[src/hw/rtl/svbi_pkg.sv]
// Shared types, codes and constants for the solenoid valve bank interlock.
`timescale 1ns / 1ps
`default_nettype none
package svbi_pkg;

   localparam int unsigned MASK_WIDTH = 8;
   localparam int unsigned STAMP_WIDTH = 32;
   localparam int unsigned MIN_WIDTH = 16;
   localparam int unsigned CSR_DATA_WIDTH = 32;

   // Reset values of the configuration registers
   localparam logic [15:0] MIN_MAIN_RESET = 16'd100;
   localparam logic [31:0] MAX_MAIN_RESET = 32'd300000;
   localparam logic [15:0] MIN_VENT_RESET = 16'd50;
   localparam logic [31:0] MAX_VENT_RESET = 32'd60000;
   localparam logic [15:0] MIN_CIRC_RESET = 16'd100;
   localparam logic [31:0] MAX_CIRC_RESET = 32'd600000;
   localparam logic [7:0] NO_MASK_RESET = 8'd48;

   // ms -> s: floor(x / 1000) = floor((x >> 3) * DIV_MULT >> DIV_SHIFT), exact for 32-bit x
   localparam logic [29:0] DIV_MULT = 30'd549755814;
   localparam int unsigned DIV_SHIFT = 36;
   localparam int unsigned PROD_WIDTH = 59;

   typedef enum logic [2:0] {
      OP_SET         = 3'd0,
      OP_ENABLE      = 3'd1,
      OP_CLEAR_FAULT = 3'd2,
      OP_EMERGENCY   = 3'd3,
      OP_BATCH       = 3'd4,
      OP_QUERY       = 3'd5
   } opcode_type;

   typedef enum logic [2:0] {
      CSR_MIN_MAIN = 3'd0,
      CSR_MAX_MAIN = 3'd1,
      CSR_MIN_VENT = 3'd2,
      CSR_MAX_VENT = 3'd3,
      CSR_MIN_CIRC = 3'd4,
      CSR_MAX_CIRC = 3'd5,
      CSR_NO_MASK  = 3'd6
   } csr_index_type;

   typedef enum logic [1:0] {
      GRP_MAIN = 2'd0,
      GRP_VENT = 2'd1,
      GRP_CIRC = 2'd2
   } group_type;

   typedef enum logic [1:0] {
      ST_IDLE = 2'd0,
      ST_MUL  = 2'd1,
      ST_ADD  = 2'd2,
      ST_DONE = 2'd3
   } ctrl_state_type;

   typedef struct packed {
      logic        take;
      logic [2:0]  op;
      logic        hit;
      logic        open_cmd;
      logic        en_cmd;
      logic        sel;
      logic        batch_open;
      logic [31:0] now;
      logic        acc;
   } lane_ctl_type;

   typedef struct packed {
      logic        is_open;
      logic        enabled;
      logic        fault;
      logic        start_valid;
      logic [31:0] start_stamp;
      logic [31:0] count;
      logic [31:0] total;
   } lane_stat_type;

   typedef struct packed {
      logic [7:0]  drive_mask;
      logic [7:0]  open_state_mask;
      logic        valve_open;
      logic        valve_enabled;
      logic        valve_fault;
      logic [31:0] action_total;
      logic [31:0] open_seconds;
   } rsp_data_type;

   function automatic group_type group_of(input int unsigned v);
      group_type g;
      if (v < 4) begin
         g = GRP_MAIN;
      end else if (v < 6) begin
         g = GRP_VENT;
      end else begin
         g = GRP_CIRC;
      end
      return g;
   endfunction

   function automatic logic [PROD_WIDTH-1:0] ms_product(input logic [31:0] ms);
      logic [28:0] eighths;
      eighths = ms[31:3];
      return PROD_WIDTH'({30'd0, eighths} * {29'd0, DIV_MULT});
   endfunction

   function automatic logic [31:0] sec_of_product(input logic [PROD_WIDTH-1:0] prod);
      return {9'd0, prod[PROD_WIDTH-1:DIV_SHIFT]};
   endfunction

endpackage
`default_nettype wire

[src/hw/rtl/svbi_merge.sv]
// Merge stage: pin and state masks, addressed-valve report and running open seconds.
`timescale 1ns / 1ps
`default_nettype none
module svbi_merge #(
   parameter int unsigned VALVE_COUNT = 8
) (
   input  wire logic                    clock,
   input  wire svbi_pkg::lane_stat_type stat [VALVE_COUNT],
   input  wire logic [2:0]              idx,
   input  wire logic [31:0]             now,
   input  wire logic [7:0]              no_mask,
   output svbi_pkg::rsp_data_type       result
);
   import svbi_pkg::*;

   lane_stat_type         pick;
   logic                  idx_ok;
   logic [7:0]            open_bits;
   logic [7:0]            drive_mask;
   logic [31:0]           elapsed_ff, elapsed_in;
   logic [PROD_WIDTH-1:0] prod_ff, prod_in;

   always_comb begin
      pick       = '0;
      idx_ok     = 1'b0;
      open_bits  = 8'd0;
      drive_mask = 8'd0;
      for (int v = 0; v < VALVE_COUNT; v++) begin
         open_bits[v]  = stat[v].is_open;
         drive_mask[v] = stat[v].is_open ^ no_mask[v];
         if (idx == 3'(v)) begin
            pick   = stat[v];
            idx_ok = 1'b1;
         end
      end
      elapsed_in = now - pick.start_stamp;
      prod_in    = ms_product(elapsed_ff);
   end

   // free-running: elapsed then product settle before the result is read
   always_ff @(posedge clock) begin
      elapsed_ff <= elapsed_in;
      prod_ff    <= prod_in;
   end

   always_comb begin
      result.drive_mask      = drive_mask;
      result.open_state_mask = open_bits;
      result.valve_open      = idx_ok && pick.is_open;
      result.valve_enabled   = idx_ok && pick.enabled;
      result.valve_fault     = idx_ok && pick.fault;
      result.action_total    = idx_ok ? pick.count : 32'd0;
      if (!idx_ok) begin
         result.open_seconds = 32'd0;
      end else if (pick.is_open && pick.start_valid) begin
         result.open_seconds = pick.total + sec_of_product(prod_ff);
      end else begin
         result.open_seconds = pick.total;
      end
   end

endmodule
`default_nettype wire

[config.mk]
export PLATFORM = sky130hd
export DESIGN_NAME = svbi_merge
export DESIGN_NICKNAME = d
export VERILOG_FILES = /design/src/hw/rtl/svbi_pkg.sv /design/src/hw/rtl/svbi_merge.sv
export SDC_FILE = /design/constraint.sdc
export NUM_CORES = 1
export LEC_CHECK = 0
export BUFFER_PORTS_ARGS = -buffer_cell sky130_fd_sc_hd__buf_2
export CORE_AREA = 2 2 356 358
export DETAILED_ROUTE_END_ITERATION = 16
export DIE_AREA = 0 0 358 360
export GPL_TIMING_DRIVEN = 0
export HOLD_SLACK_MARGIN = 0.05
export PLACE_DENSITY = 0.44
export SLEW_MARGIN = 5
export SYNTH_ARGS = -nofsm -noshare
export SYNTH_HDL_FRONTEND = slang
export SYNTH_SLANG_ARGS = --single-unit
[constraint.sdc]
create_clock -name clock -period 7.9 [get_ports clock]
set_input_delay 0.79 -clock clock [delete_from_list [all_inputs] [get_ports clock]]
set_output_delay 0.79 -clock clock [all_outputs]
set_load 0.005 [all_outputs]
# Word-level counts from Yosys, hierarchy flattened
# Index checks and enable logic that the tools add are counted.
[word_totals]
in_bits = 844
reg_bits = 90
word_cells = 44
[classes]
eq_ne = 7
bitwise = 8
mul = 1
n_addsub = 2
n_mux = 19
n_reduce_logical = 5
[op_table]
columns = ["cell", "count"]
rows = [
  ["$mux 100", 8],
  ["$mux 32", 3],
  ["$mul 29x29->58 const B", 1],
  ["$add 32x23->32", 1],
  ["$sub 32x32->32", 1],
  ["$eq 3x3->1 const B", 4],
  ["$mux 1", 8],
  ["$xor 1x1->1", 8],
  ["$eq 3x2->1 const B", 2],
  ["$logic_and 1x1->1", 4],
  ["$eq 3x1->1 const B", 1],
  ["$logic_not 3->1", 1],
]

# Logic depth before layout (Yosys ltp)
[logic_depth]
depth_word = 12
ltp_mapped = 24

# Worst setup path before layout
# OpenSTA, ideal clock, no wires.
[synth_timing]
kind = "register to register"
from = "register elapsed_ff[12]"
to = "register prod_ff[57]"
setup_time_ns = 0.072
t_required_ns = 7.828
n_path_buf = 0
path_stages_with_launch = 23
setup_slack_ns = 1.405
arrival_ns = 6.423
cell_sequence = "dfxtp_1 -> ha_1 -> fa_1 -> fa_1 -> inv_1 -> fa_1 -> inv_1 -> fa_1 -> fa_1 -> fa_1 -> inv_1 -> fa_1 -> inv_1 -> ha_1 -> a21o_1 -> a21o_1 -> a211o_1 -> a2111oi_2 -> o211ai_1 -> a21oi_1 -> o21ai_1 -> a31oi_1 -> xnor2_1"
[synth_via]
elab_chain_cells = 1
[synth_rtl]
columns = ["element", "line_no", "rtl"]
rows = [
  ["start, declared", "svbi_merge.sv:20", "logic [31:0] elapsed_ff, elapsed_in;"],
  ["start signal, assigned", "svbi_merge.sv:42", "elapsed_ff <= elapsed_in;"],
  ["$mul 29x29->58", "svbi_pkg.sv:104", "return PROD_WIDTH'({30'd0, eighths} * {29'd0, DIV_MULT});"],
  ["named net prod_in[57]", "svbi_merge.sv:21", "logic [PROD_WIDTH-1:0] prod_ff, prod_in;"],
  ["end signal, assigned", "svbi_merge.sv:43", "prod_ff <= prod_in;"],
  ["end, declared", "svbi_merge.sv:21", ""],
]
# The timed path passes the listed nets, and every way through them passes these cells.

==> impl_metrics.json <==
{
  "ios": 927,
  "first_pass_iters": 5,
  "synth_adder_area_share_pct": 45.5,
  "synth-compound-area-share_pct": 14.4,
  "endpoint": "result[30]",
  "cts_htree_levels": 2,
  "rsz0062_at_grt": "no",
  "antenna_found_initial": 370,
  "cp-startpoint": "idx[2]",
  "avgSynthCellArea_um2": 9.37,
  "outcome": "finished clean",
  "cts_buffers": 5,
  "dp_slack_ps": -120,
  "worstSetupStartpointType": "input port",
  "syn_area_um2": 23200,
  "r2r_end": "prod_ff[51]",
  "layout_commonest_cell": "buf_2",
  "cts_buffer_depth": 2,
  "cap_violations": 0,
  "viasPerCell": 4.94,
  "grt_overflow_total": 0,
  "relSlewSlack_pct": 4.62,
  "synth_top_family_by_area": "adder cells",
  "initial_utilization_pct": 18.6,
  "area.growth.synth_to_final_pct": 32.8,
  "fmax_mhz": 127,
  "crit_fanout": 10,
  "cts-root-buf": "clkbuf_16",
  "tightest_slew_ps": 1430,
  "routed_wl_mm": 220,
  "grt_pass1_wl_mm": 269,
  "muxShareOfSynthArea_pct": 16.1,
  "synth_xor_area_share_pct": 3.06,
  "die_area_um2": 129000,
  "core_area_um2": 125000,
  "post-cts-setup-buffers": 0,
  "layout.cells.non_filler": 5337,
  "globalRouteTotalUtil_pct": 33.1,
  "finalSetupViolCount": 0,
  "utilization_pct": 24.6,
  "synth_seq_cells": 52,
  "synthFlopType": "dfxtp_1",
  "wl_per_cell_um": 41.3,
  "num_vias": 26400,
  "die_w_um": 358,
  "clock_skew_ps": 16.7,
  "layout_common_cells": "956 x buf_2, 520 x inv_1, 417 x ha_1",
  "arrival_ps": 7100,
  "synth_fp_nets": 4001,
  "grt_max_degree": 20,
  "crit_required_ps": 7110,
  "globalplace.congestion": 1.19,
  "maxSlewViolCount": 0,
  "drt_drc_violations_left": 0,
  "clk_pin_slew_ps": 90,
  "synthCells": 2474,
  "fin_ws_ps": 13.5,
  "period_share_pct": 99.8,
  "final_antenna_net_count": 0,
  "hpwl_mm": 202,
  "regArea_um2": 1060,
  "worstSetupPathType": "input port to output port",
  "yosysWarnings": 0,
  "cts_sinks": 52,
  "async_flop_share_pct": 0,
  "fillCellCount": 14200,
  "crit_path_end_kind": "output port",
  "ys_types": 70,
  "timing.rr.start": "elapsed_ff[30]",
  "final_layout_size_suffix_gt1_share_pct": 34.5,
  "hold_viol": 0,
  "multi_input_area_um2": 19800,
  "ys_seq_area_share_pct": 4.49,
  "hold_class": "input port to flop",
  "grt_pass1_vias": 24700,
  "clkLatencyLatePin_ps": 330,
  "nets": 4932,
  "numPlacedInstances": 5049,
  "synth_edf_count": 0,
  "cts_tree": "done",
  "reg2regPathDepth": 22,
  "fp.dieH_um": 360,
  "port_buffers": 925,
  "rows": 130,
  "rrSetupSlack_ps": 240,
  "drtIter0Drc": 3578,
  "yosys.area_share.simple_pct": 6.01,
  "min_period_ps": 7890
}
[metal layers]
layer	global-route usage (%)	vias to the layer above	routed length (µm)
met1	38.9	13000	83000
met5	0	-	866
li1	-	10700	-
met3	12.9	599	23700
met2	47.7	1905	92100
met4	25.9	92	20600
[cell usage after synthesis, drive strengths merged, types with 12 or more instances]
library cell,count,share of area (%)
a211oi,14,0.45
a21o,39,1.3
a21oi,167,3.7
a22oi,26,0.84
a31oi,15,0.40
and3,12,0.32
buf,54,1.2
clkbuf,45,0.73
dfxtp,52,4.5
fa,266,23
ha,417,23
inv,520,8.4
mux2,47,2.3
mux2i,60,2.6
mux4,116,11
nand2,89,1.4
nand2b,12,0.32
nand3,19,0.41
nand4,12,0.32
nor2,117,1.9
nor3,18,0.39
o211ai,23,0.77
o21a,35,1.1
o21ai,69,1.5
o21bai,28,0.91
o221ai,27,1.0
xnor2,40,1.5
xor2,41,1.5
[area by class of cell]
type | instances | share of cell area, %
Clock inverter | 3 | 0.0691
Buffer | 98 | 1.46
Inverter | 521 | 6.36
Tap cell | 1650 | 6.71
Sequential cell | 52 | 3.44
Multi-Input combinational cell | 1802 | 64.2
Clock buffer | 5 | 0.407
Timing Repair Buffer | 925 | 15.0
Antenna cell | 281 | 2.29
[cell families (layout without fill, tap and decap cells)]
kind of cell	count (synthesis)	after routing
adders and majority gates	683	683
AOI/OAI and AO/OA	508	508
muxes	223	223
buffers and inverters	620	1552
other	0	281
and+or+nand+nor	307	307
xor gates and xnor gates	81	81
DFF	52	52
[per-stage QoR]
stage          hold WS (ps)  setup TNS, ps  instance area [µm²]
6_report                839              0                30800
3_3_place_gp           1030           -577                29900
5_1_grt                 833              0                30400
4_1_cts                 820              0                30000
3_5_place_dp           1030           -549                29900
2_1_floorplan           708              0                23200
[worst min-delay path by stage]
stage | start | end | slack [ps] | cells after the start
2_1_floorplan | elapsed_ff[31] | prod_ff[58] | 710 | 2
5_1_grt | now[31] | elapsed_ff[31] | 830 | 3
3_3_place_gp | elapsed_ff[31] | prod_ff[58] | 1030 | 2
6_report | now[31] | elapsed_ff[31] | 840 | 3
3_5_place_dp | elapsed_ff[31] | prod_ff[58] | 1030 | 2
4_1_cts | now[31] | elapsed_ff[31] | 820 | 3
[worst max-delay path: stages]
cell	delay, ps
buf_2	200
buf_2	360
buf_2	530
buf_2	530
buf_2	540
buf_2	420
o211ai_1	210
o21ai_0	190
nand2_1	330
ha_1	460
a21o_1	200
a2111oi_0	460
a21oi_1	190
o41ai_2	410
o211ai_1	230
a31oi_2	410
nor3_1	100
xor2_1	260
buf_2	190
[state kept, by name, indices dropped and copies added, names as in the netlist]
register	flops
elapsed_ff	29
prod_ff	23
[timing repair]
item	4_1_cts	5_1_grt
hold buffers	0	0
gates resized for setup	8	13
setup endpoints to repair	12	20
Power is not shown: default switching activity piles up to over one toggle a cycle in this logic, so the estimate is an artifact.
