File: config.mk
export PLATFORM = sky130hd
export DESIGN_NAME = svbi_lane
export DESIGN_NICKNAME = d
export VERILOG_FILES = /design/src/hw/rtl/svbi_pkg.sv /design/src/hw/rtl/svbi_lane.sv
export SDC_FILE = /design/constraint.sdc
export NUM_CORES = 1
export LEC_CHECK = 0
export ABC_AREA = 1
export BUFFER_PORTS_ARGS = -buffer_cell sky130_fd_sc_hd__buf_2
export CELL_PAD_IN_SITES_DETAIL_PLACEMENT = 1
export CELL_PAD_IN_SITES_GLOBAL_PLACEMENT = 2
export CORE_MARGIN = 1.5
export CORE_UTILIZATION = 41
export DETAILED_ROUTE_END_ITERATION = 10
export PLACE_DENSITY_LB_ADDON = 0.25
export SKIP_CTS_REPAIR_TIMING = 1
export SLEW_MARGIN = 20
export SYNTH_ARGS = -nofsm -noshare
export SYNTH_HDL_FRONTEND = slang
export SYNTH_SLANG_ARGS = --single-unit
File: constraint.sdc
create_clock -name clock -period 9.5 [get_ports clock]
set_clock_uncertainty 0.15 [all_clocks]
set_input_delay 0.95 -clock clock [delete_from_list [all_inputs] [get_ports clock]]
set_output_delay 0.95 -clock clock [all_outputs]
set_load 0.1 [all_outputs]
File: src/hw/rtl/svbi_pkg.sv
// Shared types, codes and constants for the solenoid valve bank interlock.
`timescale 1ns / 1ps
`default_nettype none
package svbi_pkg;

   localparam int unsigned MASK_WIDTH = 8;
   localparam int unsigned STAMP_WIDTH = 32;
   localparam int unsigned MIN_WIDTH = 16;
   localparam int unsigned CSR_DATA_WIDTH = 32;

   // Reset values of the configuration registers
   localparam logic [15:0] MIN_MAIN_RESET = 16'd100;
   localparam logic [31:0] MAX_MAIN_RESET = 32'd300000;
   localparam logic [15:0] MIN_VENT_RESET = 16'd50;
   localparam logic [31:0] MAX_VENT_RESET = 32'd60000;
   localparam logic [15:0] MIN_CIRC_RESET = 16'd100;
   localparam logic [31:0] MAX_CIRC_RESET = 32'd600000;
   localparam logic [7:0] NO_MASK_RESET = 8'd48;

   // ms -> s: floor(x / 1000) = floor((x >> 3) * DIV_MULT >> DIV_SHIFT), exact for 32-bit x
   localparam logic [29:0] DIV_MULT = 30'd549755814;
   localparam int unsigned DIV_SHIFT = 36;
   localparam int unsigned PROD_WIDTH = 59;

   typedef enum logic [2:0] {
      OP_SET         = 3'd0,
      OP_ENABLE      = 3'd1,
      OP_CLEAR_FAULT = 3'd2,
      OP_EMERGENCY   = 3'd3,
      OP_BATCH       = 3'd4,
      OP_QUERY       = 3'd5
   } opcode_type;

   typedef enum logic [2:0] {
      CSR_MIN_MAIN = 3'd0,
      CSR_MAX_MAIN = 3'd1,
      CSR_MIN_VENT = 3'd2,
      CSR_MAX_VENT = 3'd3,
      CSR_MIN_CIRC = 3'd4,
      CSR_MAX_CIRC = 3'd5,
      CSR_NO_MASK  = 3'd6
   } csr_index_type;

   typedef enum logic [1:0] {
      GRP_MAIN = 2'd0,
      GRP_VENT = 2'd1,
      GRP_CIRC = 2'd2
   } group_type;

   typedef enum logic [1:0] {
      ST_IDLE = 2'd0,
      ST_MUL  = 2'd1,
      ST_ADD  = 2'd2,
      ST_DONE = 2'd3
   } ctrl_state_type;

   typedef struct packed {
      logic        take;
      logic [2:0]  op;
      logic        hit;
      logic        open_cmd;
      logic        en_cmd;
      logic        sel;
      logic        batch_open;
      logic [31:0] now;
      logic        acc;
   } lane_ctl_type;

   typedef struct packed {
      logic        is_open;
      logic        enabled;
      logic        fault;
      logic        start_valid;
      logic [31:0] start_stamp;
      logic [31:0] count;
      logic [31:0] total;
   } lane_stat_type;

   typedef struct packed {
      logic [7:0]  drive_mask;
      logic [7:0]  open_state_mask;
      logic        valve_open;
      logic        valve_enabled;
      logic        valve_fault;
      logic [31:0] action_total;
      logic [31:0] open_seconds;
   } rsp_data_type;

   function automatic group_type group_of(input int unsigned v);
      group_type g;
      if (v < 4) begin
         g = GRP_MAIN;
      end else if (v < 6) begin
         g = GRP_VENT;
      end else begin
         g = GRP_CIRC;
      end
      return g;
   endfunction

   function automatic logic [PROD_WIDTH-1:0] ms_product(input logic [31:0] ms);
      logic [28:0] eighths;
      eighths = ms[31:3];
      return PROD_WIDTH'({30'd0, eighths} * {29'd0, DIV_MULT});
   endfunction

   function automatic logic [31:0] sec_of_product(input logic [PROD_WIDTH-1:0] prod);
      return {9'd0, prod[PROD_WIDTH-1:DIV_SHIFT]};
   endfunction

endpackage
`default_nettype wire

File: src/hw/rtl/svbi_lane.sv
// One valve lane: interlock checks, state flags, stamps and counters.
`timescale 1ns / 1ps
`default_nettype none
module svbi_lane (
   input  wire logic                   clock,
   input  wire logic                   reset,
   input  wire logic                   reset_open,
   input  wire logic [15:0]            min_ms,
   input  wire logic [31:0]            max_ms,
   input  wire svbi_pkg::lane_ctl_type ctl,
   output svbi_pkg::lane_stat_type     stat
);
   import svbi_pkg::*;

   logic        open_ff, open_in;
   logic        en_ff, en_in;
   logic        fault_ff, fault_in;
   logic        lc_valid_ff, lc_valid_in;
   logic [31:0] lc_stamp_ff, lc_stamp_in;
   logic        os_valid_ff, os_valid_in;
   logic [31:0] os_stamp_ff, os_stamp_in;
   logic [31:0] count_ff, count_in;
   logic [31:0] total_ff, total_in;
   logic        pend_ff, pend_in;
   logic [31:0] elapsed_ff, elapsed_in;
   logic [PROD_WIDTH-1:0] prod_ff, prod_in;

   logic target, blocked, over, apply_go, apply_val;

   always_comb begin
      open_in     = open_ff;
      en_in       = en_ff;
      fault_in    = fault_ff;
      lc_valid_in = lc_valid_ff;
      lc_stamp_in = lc_stamp_ff;
      os_valid_in = os_valid_ff;
      os_stamp_in = os_stamp_ff;
      count_in    = count_ff;
      total_in    = total_ff;
      pend_in     = pend_ff;
      elapsed_in  = elapsed_ff;
      prod_in     = ms_product(elapsed_ff);
      apply_go    = 1'b0;
      apply_val   = 1'b0;

      target  = (ctl.op == OP_SET) ? ctl.open_cmd : ctl.batch_open;
      blocked = !en_ff || fault_ff ||
                (lc_valid_ff && ((ctl.now - lc_stamp_ff) < {16'd0, min_ms}));
      over    = target && open_ff && os_valid_ff && ((ctl.now - os_stamp_ff) > max_ms);

      if (ctl.take) begin
         case (ctl.op)
            OP_SET, OP_BATCH: begin
               if (((ctl.op == OP_SET) ? ctl.hit : ctl.sel) && !blocked) begin
                  apply_go  = 1'b1;
                  apply_val = target && !over;
                  if (over) begin
                     fault_in = 1'b1;
                  end
               end
            end
            OP_ENABLE: begin
               if (ctl.hit) begin
                  // disable really closes the valve
                  apply_go  = !ctl.en_cmd;
                  en_in     = ctl.en_cmd;
               end
            end
            OP_CLEAR_FAULT: begin
               if (ctl.hit) begin
                  fault_in    = 1'b0;
                  lc_valid_in = 1'b0;
                  os_valid_in = 1'b0;
               end
            end
            OP_EMERGENCY: begin
               open_in  = 1'b0;
               fault_in = 1'b1;
            end
            default: begin
            end
         endcase

         if (apply_go && (open_ff != apply_val)) begin
            open_in     = apply_val;
            lc_stamp_in = ctl.now;
            lc_valid_in = 1'b1;
            count_in    = count_ff + 32'd1;
            if (apply_val) begin
               os_stamp_in = ctl.now;
               os_valid_in = 1'b1;
            end else if (os_valid_ff) begin
               // hold the finished period for the divider
               elapsed_in  = ctl.now - os_stamp_ff;
               pend_in     = 1'b1;
               os_valid_in = 1'b0;
            end
         end
      end

      if (ctl.acc && pend_ff) begin
         total_in = total_ff + sec_of_product(prod_ff);
         pend_in  = 1'b0;
      end
   end

   always_ff @(posedge clock) begin
      if (reset) begin
         open_ff     <= reset_open;
         en_ff       <= 1'b1;
         fault_ff    <= 1'b0;
         lc_valid_ff <= 1'b0;
         os_valid_ff <= 1'b0;
         count_ff    <= 32'd0;
         total_ff    <= 32'd0;
         pend_ff     <= 1'b0;
      end else begin
         open_ff     <= open_in;
         en_ff       <= en_in;
         fault_ff    <= fault_in;
         lc_valid_ff <= lc_valid_in;
         os_valid_ff <= os_valid_in;
         count_ff    <= count_in;
         total_ff    <= total_in;
         pend_ff     <= pend_in;
      end
   end

   always_ff @(posedge clock) begin
      lc_stamp_ff <= lc_stamp_in;
      os_stamp_ff <= os_stamp_in;
      elapsed_ff  <= elapsed_in;
      prod_ff     <= prod_in;
   end

   assign stat.is_open     = open_ff;
   assign stat.enabled     = en_ff;
   assign stat.fault       = fault_ff;
   assign stat.start_valid = os_valid_ff;
   assign stat.start_stamp = os_stamp_ff;
   assign stat.count       = count_ff;
   assign stat.total       = total_ff;

endmodule
`default_nettype wire

Word level (Yosys, flattened, before mapping)
Cells that the tools add are included.
{ "word_totals": {"ff_bits": 224, "output_inout_bits": 100} }
{ "op_classes": {"n_addsub": 4, "multipliers": 1, "order_cmp": 2, "eq_ne": 8, "mux": 24, "bitwise_logic": 1, "n_reduce_logical": 29} }
{ "ops": {"columns": ["cell", "n"], "rows": [
  ["subtractor 32 bit", 2],
  ["multiplier 29 x 29 -> 58 bit, second input constant", 1],
  ["adder 32 x 1 -> 32 bit, second input constant", 1],
  ["adder 32 x 23 -> 32 bit", 1],
  ["> comparator 32 bit", 1],
  ["< comparator 32 x 16 -> 1 bit", 1],
  ["two-way mux 1 bit", 22],
  ["AND reduction 3 bit", 3],
  ["logical AND 1 bit", 8],
  ["== test 3 x 2 -> 1 bit, second input constant", 2],
  ["!= test 2 bit, second input constant", 3],
  ["nonzero test 2 bit", 3],
  ["nonzero test 3 bit", 2],
  ["AND reduction 5 bit", 1],
  ["zero test 1 bit", 4],
  ["AND reduction 2 bit", 2],
  ["AND reduction 4 bit", 1],
  ["OR reduction 2 bit", 2],
  ["== test 3 x 1 -> 1 bit, second input constant", 1],
  ["== test 3 bit, second input constant", 1],
  ["zero test 3 bit", 1],
  ["one-hot mux 1 bit (3 select lines)", 1],
  ["logical OR 1 bit", 2],
  ["one-hot mux 1 bit (2 select lines)", 1],
  ["2 further kinds", 2]
]} }

Longest topological paths before layout
Gate-level depths: netlist (run 1).
{ "logic_depth": {"ltp_word": 15, "ltp_mapped": 37, "depth_no_buf": 36} }

Worst setup path before layout (run 1)
OpenSTA, ideal clock, no wires.
{ "synth_timing": {"kind": "register to register", "startpoint": "register elapsed_ff[7]", "endpoint": "register prod_ff[54]", "setup_ps": 120, "arrival_time_ps": 6129, "t_required_ps": 9230, "setup_slack_ps": 3102, "stages_incl_launch_ff": 26, "synth_period_minus_slack_ps": 6398, "cell_sequence": "edfxtp_1 ha_1 fa_1 fa_1 inv_1 fa_1 inv_1 fa_1 inv_1 fa_1 inv_1 fa_1 inv_1 fa_1 inv_1 ha_1 nand2_1 nor2_1 inv_1 nor4_1 nand2_1 o211ai_1 nand2_1 o211ai_1 a21oi_1 xnor2_1"} }
{ "synth_via": {"elab_chain_cells": 1} }
{ "synth_rtl": {"columns": ["element", "line", "rtl"], "rows": [
  ["start, declared", "svbi_lane.sv:25", "logic [31:0] elapsed_ff, elapsed_in;"],
  ["start signal, assigned", "svbi_lane.sv:132", "elapsed_ff <= elapsed_in;"],
  ["multiplier 29 x 29 -> 58 bit", "svbi_pkg.sv:104", "return PROD_WIDTH'({30'd0, eighths} * {29'd0, DIV_MULT});"],
  ["named net prod_in[54]", "svbi_lane.sv:26", "logic [PROD_WIDTH-1:0] prod_ff, prod_in;"],
  ["end signal, assigned", "svbi_lane.sv:133", "prod_ff <= prod_in;"],
  ["end, declared", "svbi_lane.sv:26", null]
]} }
The timed path passes the listed nets, and every way through them passes these cells.
A chain may end at the register's enable or synchronous reset.

Final worst setup path (run 1)
{ "layout_timing": {"startpoint": "register elapsed_ff[9]", "endpoint": "register prod_ff[49]"} }
Same word-level chain as after synthesis.

==> impl_metrics.py, run 1 <==
metrics = {
    "run_status": {
        "status": "finished, final reports clean",
    },
    "sta": {
        "setup_violations": 0,
        "tightest_slew_ns": 1.03,
        "rsz0062_at_grt": "no",
        "finalMaxSlewViolations": 0,
        "setup-tns-final_ns": 0,
        "period_share_pct": 80.2,
        "fmax_ghz": 0.131,
        "hold_viol_final": 0,
        "post-route-min-period_ns": 7.62,
        "worst_slack_ns": 1.88,
        "relSlewSlack_pct": 31.5,
    },
    "global_route": {
        "antenna_found_initial": 1,
        "grt_util_all_layers_pct": 25.6,
        "grt_pass1_vias": 24900,
        "grt_pass1_wl_um": 135000,
        "grt_max_degree": 39,
        "grt_overflow": 0,
    },
    "floorplanning": {
        "die_y_um": 261,
        "placementRows": 94,
        "io_pins": 193,
        "fp.coreArea_sq_mm": 0.0660,
        "initial_core_util_pct": 41.5,
        "die_x_um": 261,
        "dieArea_sq_mm": 0.0684,
    },
    "finish": {
        "final.fill_count": 8113,
        "final_cell_mix": "872 x inv_1, 558 x nand2_1, 497 x ha_1",
        "design_area_sq_mm": 0.0299,
        "drive_above_1_share_pct": 9.64,
        "area_delta_synth_final_pct": 9.10,
        "fin_nets": 4404,
        "multi_input_area_sq_mm": 0.0192,
        "postLayoutCoreUtil_pct": 45.3,
        "final_common_cell": "inv_1",
        "seqCellArea_sq_mm": 0.00466,
    },
    "clocking": {
        "cts.clk_slew.worst_paths_ns": 0.08,
        "cts-htree-levels": 4,
        "clockBufferDepth": 2,
        "cts_tree": "done",
        "cts_made_buffers": 17,
        "cts-root-buf": "clkbuf_16",
        "clk_latency_ns": 0.49,
        "clock_sinks": 186,
    },
    "routing": {
        "drt-pass1-iter-count": 6,
        "vias": 22300,
        "ant_nets": 0,
        "wirelength_um": 84700,
        "route.detailed.drc": 0,
        "via_per_inst": 5.04,
        "drtIter0Drc": 792,
        "wl_per_cell_um": 19.1,
    },
    "logic_synthesis": {
        "synth_top_flop_cell": "edfxtp_1",
        "syn_inst": 3357,
        "synth_edf_count": 94,
        "yosysSeqAreaShare_pct": 17.0,
        "synth_area_per_cell_sq_um": 8.16,
        "synthArstFlopShare_pct": 0,
        "ys_ff_latch": 186,
        "yosysWarnings": 0,
        "syn-num-nets": 4215,
        "synthesis.area_sq_mm": 0.0274,
        "yosysUniqueCellTypes": 59,
    },
    "critical_path": {
        "cpPeakStageDelay_ns": 0.76,
        "critPathKind": "reg -> reg",
        "crit_required_ns": 9.77,
        "crit_fanout": 10,
        "cp-end-kind": "register",
        "path_delay_family": "adder cells",
        "arrival_ns": 7.89,
        "crit_top_cell": "fa_1",
        "worst-path-buf-inv": 6,
        "cp-start-kind": "register",
        "cp-startpoint": "elapsed_ff[9]$_DFFE_PP_",
        "r2r-start": "elapsed_ff[9]$_DFFE_PP_",
        "critical_path.slowest_cell": "a21boi_0",
    },
    "place": {
        "place_ws_ns": 1.84,
        "gp_congestion": 0.892,
        "dpl.hpwl_um": 73900,
        "io_buffers": 192,
        "place_area_sq_mm": 0.0293,
    },
    "worst_hold_path": {
        "min_from": "fault_ff$_SDFFE_PP0P_",
        "min_path_type": "reg -> reg",
    },
    "power": {
        "peakVddDrop_mv": 0.121,
        "power.density_mw_per_mm2": 64.6,
        "leakage_nw": 16.1,
        "design_power_total_mw": 1.93,
    },
    "flow_run": {
        "drv_cap": 0,
    },
}
## synth_stat cells, drive strengths merged, types with 6 or more instances
library cell / n / area, sq um
xnor2: 27 / 236
nand2: 581 / 2260
nand3: 102 / 691
nor3: 38 / 206
clkbuf: 12 / 45.0
a31oi: 16 / 100
o211ai: 12 / 90.1
a21boi: 7 / 52.6
nor2: 209 / 818
buf: 15 / 141
fa: 268 / 5370
nor4: 13 / 81.3
inv: 879 / 3300
ha: 497 / 6220
dfxtp: 92 / 1840
o21bai: 6 / 45.0
a21oi: 230 / 1270
nand4: 19 / 140
o21ai: 103 / 519
edfxtp: 94 / 2820
o21a: 13 / 97.6
xor2: 86 / 753
## registers in the layout, summed over array words and instances, names as in the netlist
signal       count
count_ff        32
elapsed_ff      29
en_ff            1
fault_ff         1
lc_stamp_ff     32
lc_valid_ff      1
open_ff          1
os_stamp_ff     32
os_valid_ff      1
pend_ff          1
prod_ff         23
total_ff        32
## routing by layer
metal	global-route usage [%]	routed length, um	up-vias
li1	-	-	10900
met1	31.6	37200	11000
met2	47.3	43700	289
met3	2.46	2060	70
met4	6.48	1730	0
met5	0	0	-
## layout make-up
class / count / area share (%)
antenna: 1 / 0.00838
clock buffer: 20 / 1.57
clock inverter: 12 / 0.427
inverter: 880 / 11.1
multi-input combinational: 2264 / 64.4
sequential: 186 / 15.6
tap: 864 / 3.62
timing repair buffer: 197 / 3.34
## kinds of logic after synthesis
family                     synth area share, %
AOI/OAI and AO/OA                         8.60
xor gates and xnor gates                  3.61
adders and majority gates                 42.3
buffers and inverters                     12.7
DFF                                       17.0
muxes                                   0.0366
and+or+nand+nor                           15.7
## per-stage QoR
stage | std cells | hold slack, ns
global placement | 4391 | 0.326
CTS | 4423 | 0.332
detailed placement | 4391 | 0.319
floorplan | 3357 | 0.278
finish | 4424 | 0.325
global route | 4424 | 0.373
## path summary, 6_finish.rpt
| path | cells after the start | to | slack [ns] |
|---|---|---|---|
| worst min register to register | 2 | fault_ff$_SDFFE_PP0P_ | 0.33 |
| worst max-delay path | 26 | prod_ff[49]$_DFF_P_ | 1.88 |
| worst min-delay path | 2 | fault_ff$_SDFFE_PP0P_ | 0.33 |
| worst max register to register | 26 | prod_ff[49]$_DFF_P_ | 1.88 |
## worst register-to-register path: cells and delay by family (launching register included)
kind / cells / cell delay, ns
AO/OA/AOI/OAI: 6 / 1.60
XOR/XNOR: 1 / 0.13
adder cells (fa/ha/maj): 9 / 4.25
buffers and inverters: 6 / 0.31
flip-flops: 1 / 0.74
AND/OR/NAND/NOR: 4 / 0.37
## where the power goes
group          switching (mW)  internal (mW)
clock                   0.377          0.371
sequential            0.00247          0.848
combinational           0.219          0.112
total                   0.599           1.33
Note: power is estimated with default switching activity, not from simulation.
==> inputs of run 2 (changes only) <==
- CORE_UTILIZATION: 41 -> 38
- clock period: 9.5 -> 7.19 ns (I/O delays scaled with it)
==> run 2 against run 1 <==
Net effect: final cell count is 3.3% higher; first-iteration DRC count is 7.8% lower; sequential share of layout area is 0.31 points lower; total power is 32% higher; maximum frequency is 10% higher; non-clock buffer count is 57 higher; wire length is 2.3% higher; largest power group unchanged.
==> impl_metrics.py, run 2 (synthesized netlist as in run 1, its figures left out) <==
metrics = {
    "run_status": {
        "status": "finished, final reports clean",
    },
    "place": {
        "dpl.hpwl_um": 76500,
        "gp_congestion": 0.946,
        "io_buffers": 192,
    },
    "sta": {
        "tightest_slew_ns": 1.05,
        "period_share_pct": 96.1,
        "hold_viol_final": 0,
        "fmax_ghz": 0.145,
        "post-route-min-period_ns": 6.91,
        "finalMaxSlewViolations": 0,
        "relSlewSlack_pct": 30.2,
        "setup_violations": 0,
        "rsz0062_at_grt": "no",
        "setup-tns-final_ns": 0,
    },
    "routing": {
        "drtIter0Drc": 730,
        "drt-pass1-iter-count": 4,
        "via_per_inst": 4.90,
        "route.detailed.drc": 0,
        "vias": 22400,
        "ant_nets": 0,
        "wl_per_cell_um": 19.0,
        "wirelength_um": 86600,
    },
    "critical_path": {
        "crit_required_ns": 7.45,
        "reg2reg_depth": 25,
        "cpPeakStageDelay_ns": 0.50,
        "worst-path-buf-inv": 6,
        "worstReg2RegEnd": "prod_ff[58]$_DFF_P_",
        "crit_end": "prod_ff[58]$_DFF_P_",
        "cp-end-kind": "register",
        "critical_path.slowest_cell": "fa_1",
        "cp-startpoint": "elapsed_ff[11]$_DFFE_PP_",
        "ff2ff_setup_slack_ns": 0.28,
        "path_delay_family": "adder cells",
        "critPathKind": "reg -> reg",
        "cp-start-kind": "register",
        "worstSetupPathDepth": 25,
        "crit_fanout": 10,
        "r2r-start": "elapsed_ff[11]$_DFFE_PP_",
        "arrival_ns": 7.17,
        "crit_top_cell": "fa_1",
    },
    "clocking": {
        "cts_made_buffers": 17,
        "clock_sinks": 186,
        "cts.clk_slew.worst_paths_ns": 0.08,
        "cts_tree": "done",
        "clk_latency_ns": 0.50,
        "clockBufferDepth": 2,
        "cts-htree-levels": 4,
        "cts-root-buf": "clkbuf_16",
    },
    "floorplanning": {
        "placementRows": 98,
        "dieArea_sq_mm": 0.0737,
        "die_y_um": 271,
        "fp.coreArea_sq_mm": 0.0714,
        "initial_core_util_pct": 38.4,
        "io_pins": 193,
        "die_x_um": 271,
    },
    "global_route": {
        "grt_overflow": 0,
        "grt_max_degree": 40,
        "grt_pass1_vias": 25100,
        "antenna_found_initial": 5,
        "grt_pass1_wl_um": 138000,
        "grt_util_all_layers_pct": 24.0,
    },
    "flow_run": {
        "drv_cap": 0,
    },
    "power": {
        "leakage_nw": 16.4,
        "peakVddDrop_mv": 0.151,
        "design_power_total_mw": 2.55,
        "power.density_mw_per_mm2": 83.7,
    },
    "worst_hold_path": {
        "min_from": "ctl[1]",
        "min_path_type": "in -> reg",
    },
    "finish": {
        "fin_nets": 4461,
        "final.fill_count": 8784,
        "area_delta_synth_final_pct": 11.3,
        "drive_above_1_share_pct": 11.2,
        "final_common_cell": "inv_1",
        "final_cell_mix": "873 x inv_1, 558 x nand2_1, 497 x ha_1",
    },
}
run 2: layer usage:
| metal | up-vias | wire [um] | global-route usage [%] |
|---|---|---|---|
| met1 | 11100 | 39400 | 30.5 |
| met2 | 237 | 43300 | 43.1 |
| li1 | 11000 | - | - |
| met4 | 0 | 2250 | 6.64 |
| met5 | - | 0 | 0 |
| met3 | 85 | 1650 | 2.29 |
run 2: worst min path at each step:
stage	to	cells past startpoint
global route	lc_stamp_ff[0]$_DFFE_PP_	1
CTS	lc_stamp_ff[0]$_DFFE_PP_	1
global placement	pend_ff$_SDFFE_PP0P_	2
finish	os_stamp_ff[0]$_DFFE_PP_	1
detailed placement	pend_ff$_SDFFE_PP0P_	2
floorplan	pend_ff$_SDFFE_PP0P_	2
run 2: metrics by stage:
stage	utilization, %	area, sq um	setup WS (ns)	hold WS (ns)	instances
6_report	42.7	30500	0.283	0.277	4571
5_1_grt	42.7	30500	0.00190	0.250	4570
3_5_place_dp	41.7	29700	0.218	0.308	4520
4_1_cts	42.5	30300	0.166	0.230	4552
2_1_floorplan	-	27400	0.792	0.278	3357
3_3_place_gp	41.7	29700	0.311	0.309	4520
run 2: worst reg2reg max path, delay by kind of cell, from the launching register on:
| family | cells | cell delay, ns |
|---|---|---|
| AO/OA/AOI/OAI | 7 | 1.28 |
| adder cells (fa/ha/maj) | 9 | 4.05 |
| buffers and inverters | 6 | 0.60 |
| flip-flops | 1 | 0.40 |
| AND/OR/NAND/NOR | 3 | 0.34 |
run 2: report_power, final:
group / switching (mW) / total (mW) / internal [mW]
sequential: 0.00280 / 1.12 / 1.12
clock: 0.515 / 0.995 / 0.479
combinational: 0.284 / 0.433 / 0.149
run 2: final cells by class:
type,instances,area (sq um),area share (%)
clock buffers,20,457,1.50
well taps,950,1190,3.90
clock inverters,12,128,0.419
diodes,5,12.5,0.0411
multi-input cells,2264,19300,63.2
flip-flops and latches,186,4660,15.3
inverters,880,3300,10.8
repair buffers,254,1460,4.80
==> inputs of run 3 (changes only) <==
- CORE_ASPECT_RATIO: unset -> 1.1
==> run 3 against run 2 <==
Net effect: flip-flop and latch count unchanged; combinational power increased by 0.9%; setup slack lost 0.0042 ns; total power grew 1.5%; largest cell class unchanged; critical endpoint is now prod_ff[56]$_DFF_P_.
==> impl_metrics.py, run 3 (synthesized netlist as in run 1, its figures left out) <==
metrics = {
    "power": {
        "p_int_mw": 1.80,
        "swShare_pct": 30.6,
        "design_power_total_mw": 2.59,
        "power_switching_uw": 791,
        "sequentialPowerShare_pct": 43.4,
        "peakVddDrop_mv": 0.176,
        "leakage_nw": 16.4,
        "p_comb_share_pct": 16.9,
        "power.density_mw_per_mm2": 84.8,
        "clock_power_share_pct": 39.7,
    },
    "critical_path": {
        "crit_fanout": 4,
        "cpPeakStageDelay_ns": 0.59,
        "critPathKind": "reg -> reg",
        "crit_top_cell": "fa_1",
        "cp-start-kind": "register",
        "path_delay_family": "adder cells",
        "crit_required_ns": 7.47,
        "arrival_ns": 7.19,
        "cp-end-kind": "register",
        "critical_path.slowest_cell": "fa_1",
        "worst-path-buf-inv": 6,
    },
    "place": {
        "place_ws_ns": 0.0404,
        "dpl.hpwl_um": 76100,
        "io_buffers": 192,
        "gp_congestion": 0.921,
    },
    "floorplanning": {
        "placementRows": 103,
        "io_pins": 193,
        "initial_core_util_pct": 38.3,
        "fp.coreArea_sq_mm": 0.0715,
        "die_x_um": 259,
        "dieArea_sq_mm": 0.0737,
        "die_y_um": 285,
    },
    "finish": {
        "drive_above_1_share_pct": 11.4,
        "area_delta_synth_final_pct": 11.4,
        "final_common_cell": "inv_1",
        "fin_nets": 4459,
        "final_cell_mix": "873 x inv_1, 557 x nand2_1, 497 x ha_1",
        "postLayoutCoreUtil_pct": 42.7,
    },
    "routing": {
        "route.detailed.drc": 0,
        "wirelength_um": 86000,
        "wl_per_cell_um": 18.9,
        "drtIter0Drc": 799,
        "ant_nets": 0,
        "via_per_inst": 4.89,
        "drt-pass1-iter-count": 5,
        "vias": 22300,
    },
    "sta": {
        "rsz0062_at_grt": "yes",
        "period_share_pct": 96.1,
        "relSlewSlack_pct": 29.1,
        "finalMaxSlewViolations": 0,
        "hold_slack_ns": 0.277,
        "post-route-min-period_ns": 6.91,
        "tightest_slew_ns": 1.06,
        "fmax_ghz": 0.145,
        "setup-tns-final_ns": 0,
        "worst_slack_ns": 0.279,
        "setup_violations": 0,
        "hold_viol_final": 0,
    },
    "clocking": {
        "clk_latency_ns": 0.50,
        "cts-htree-levels": 4,
        "clock_sinks": 186,
        "cts-root-buf": "clkbuf_16",
        "cts.clk_slew.worst_paths_ns": 0.08,
        "clockBufferDepth": 2,
        "cts_made_buffers": 17,
        "cts_tree": "done",
    },
    "worst_hold_path": {
        "min_path_type": "in -> reg",
    },
    "run_status": {
        "status": "finished, final reports clean",
    },
    "flow_run": {
        "drv_cap": 0,
    },
    "global_route": {
        "antenna_found_initial": 2,
        "grt_overflow": 0,
        "grt_max_degree": 40,
        "grt_util_all_layers_pct": 24.0,
        "grt_pass1_wl_um": 137000,
        "grt_pass1_vias": 25300,
    },
}
==> run 3: cell count changes in the layout (fill, tap and decap cells not counted), sizes merged <==
| cell | change |
|---|---|
| diode | -4 |
| buf | -2 |
| bufinv | +2 |
| clkbuf | -2 |
| inv | +1 |
| clkinvlp | -1 |
==> run 3: layer usage <==
layer  global-route usage, %  wire length (um)  vias to the layer above
li1                        -                 -                    11000
met1                    28.5             36800                    10900
met2                    44.2             44400                      263
met5                       0                 0                        -
met3                    2.78              1840                      110
met4                    8.44              2950                        0
==> run 3: path summary, 6_finish.rpt <==
kind                           startpoint  slack, ns  cells past startpoint                  endpoint
setup reg to reg  elapsed_ff[7]$_DFFE_PP_       0.28                     27       prod_ff[56]$_DFF_P_
hold reg to reg      pend_ff$_SDFFE_PP0P_       0.33                      2      pend_ff$_SDFFE_PP0P_
setup / recovery  elapsed_ff[7]$_DFFE_PP_       0.28                     27       prod_ff[56]$_DFF_P_
hold / removal                     ctl[1]       0.28                      1  lc_stamp_ff[0]$_DFFE_PP_
==> run 3: layout make-up <==
class / count / area, sq um
well taps: 945 / 1180
clock buffers: 18 / 429
clock inverters: 14 / 179
inverters: 880 / 3300
repair buffers: 252 / 1450
multi-input cells: 2264 / 19300
fillers: 8787 / 41000
flip-flops and latches: 186 / 4660
diodes: 1 / 2.50
==> run 3: per-stage QoR <==
stage | area (sq um) | cells
after floorplan | 27400 | 3357
after detailed placement | 29800 | 4517
final | 30500 | 4560
after global routing | 30500 | 4560
after global placement | 29800 | 4517
after CTS | 30400 | 4549
==> run 3: worst reg2reg max path, stage by stage, from the launching register on <==
cell	delay (ns)
edfxtp_1	0.40
ha_1	0.34
fa_1	0.49
fa_1	0.59
inv_1	0.07
fa_1	0.50
inv_1	0.05
fa_1	0.50
inv_1	0.05
fa_1	0.48
inv_1	0.06
fa_1	0.56
inv_1	0.06
fa_1	0.51
inv_1	0.05
ha_1	0.36
nand2_2	0.15
nor2_1	0.07
a21oi_1	0.25
o211ai_1	0.12
nand2_1	0.08
nand3_2	0.14
nand3_1	0.11
o211ai_1	0.17
a21oi_2	0.22
nor2_1	0.06
nor2_1	0.11
xor2_1	0.14
==> run 3: power groups by stage <==
stage               Clock (mW)  Combinational, mW  Sequential, mW
finish                    1.03              0.437            1.12
global route              1.10              0.500            1.12
CTS                       1.07              0.445            1.12
detailed placement           0              0.442            1.15
global placement             0              0.424            1.15
floorplan                    0              0.291            1.15
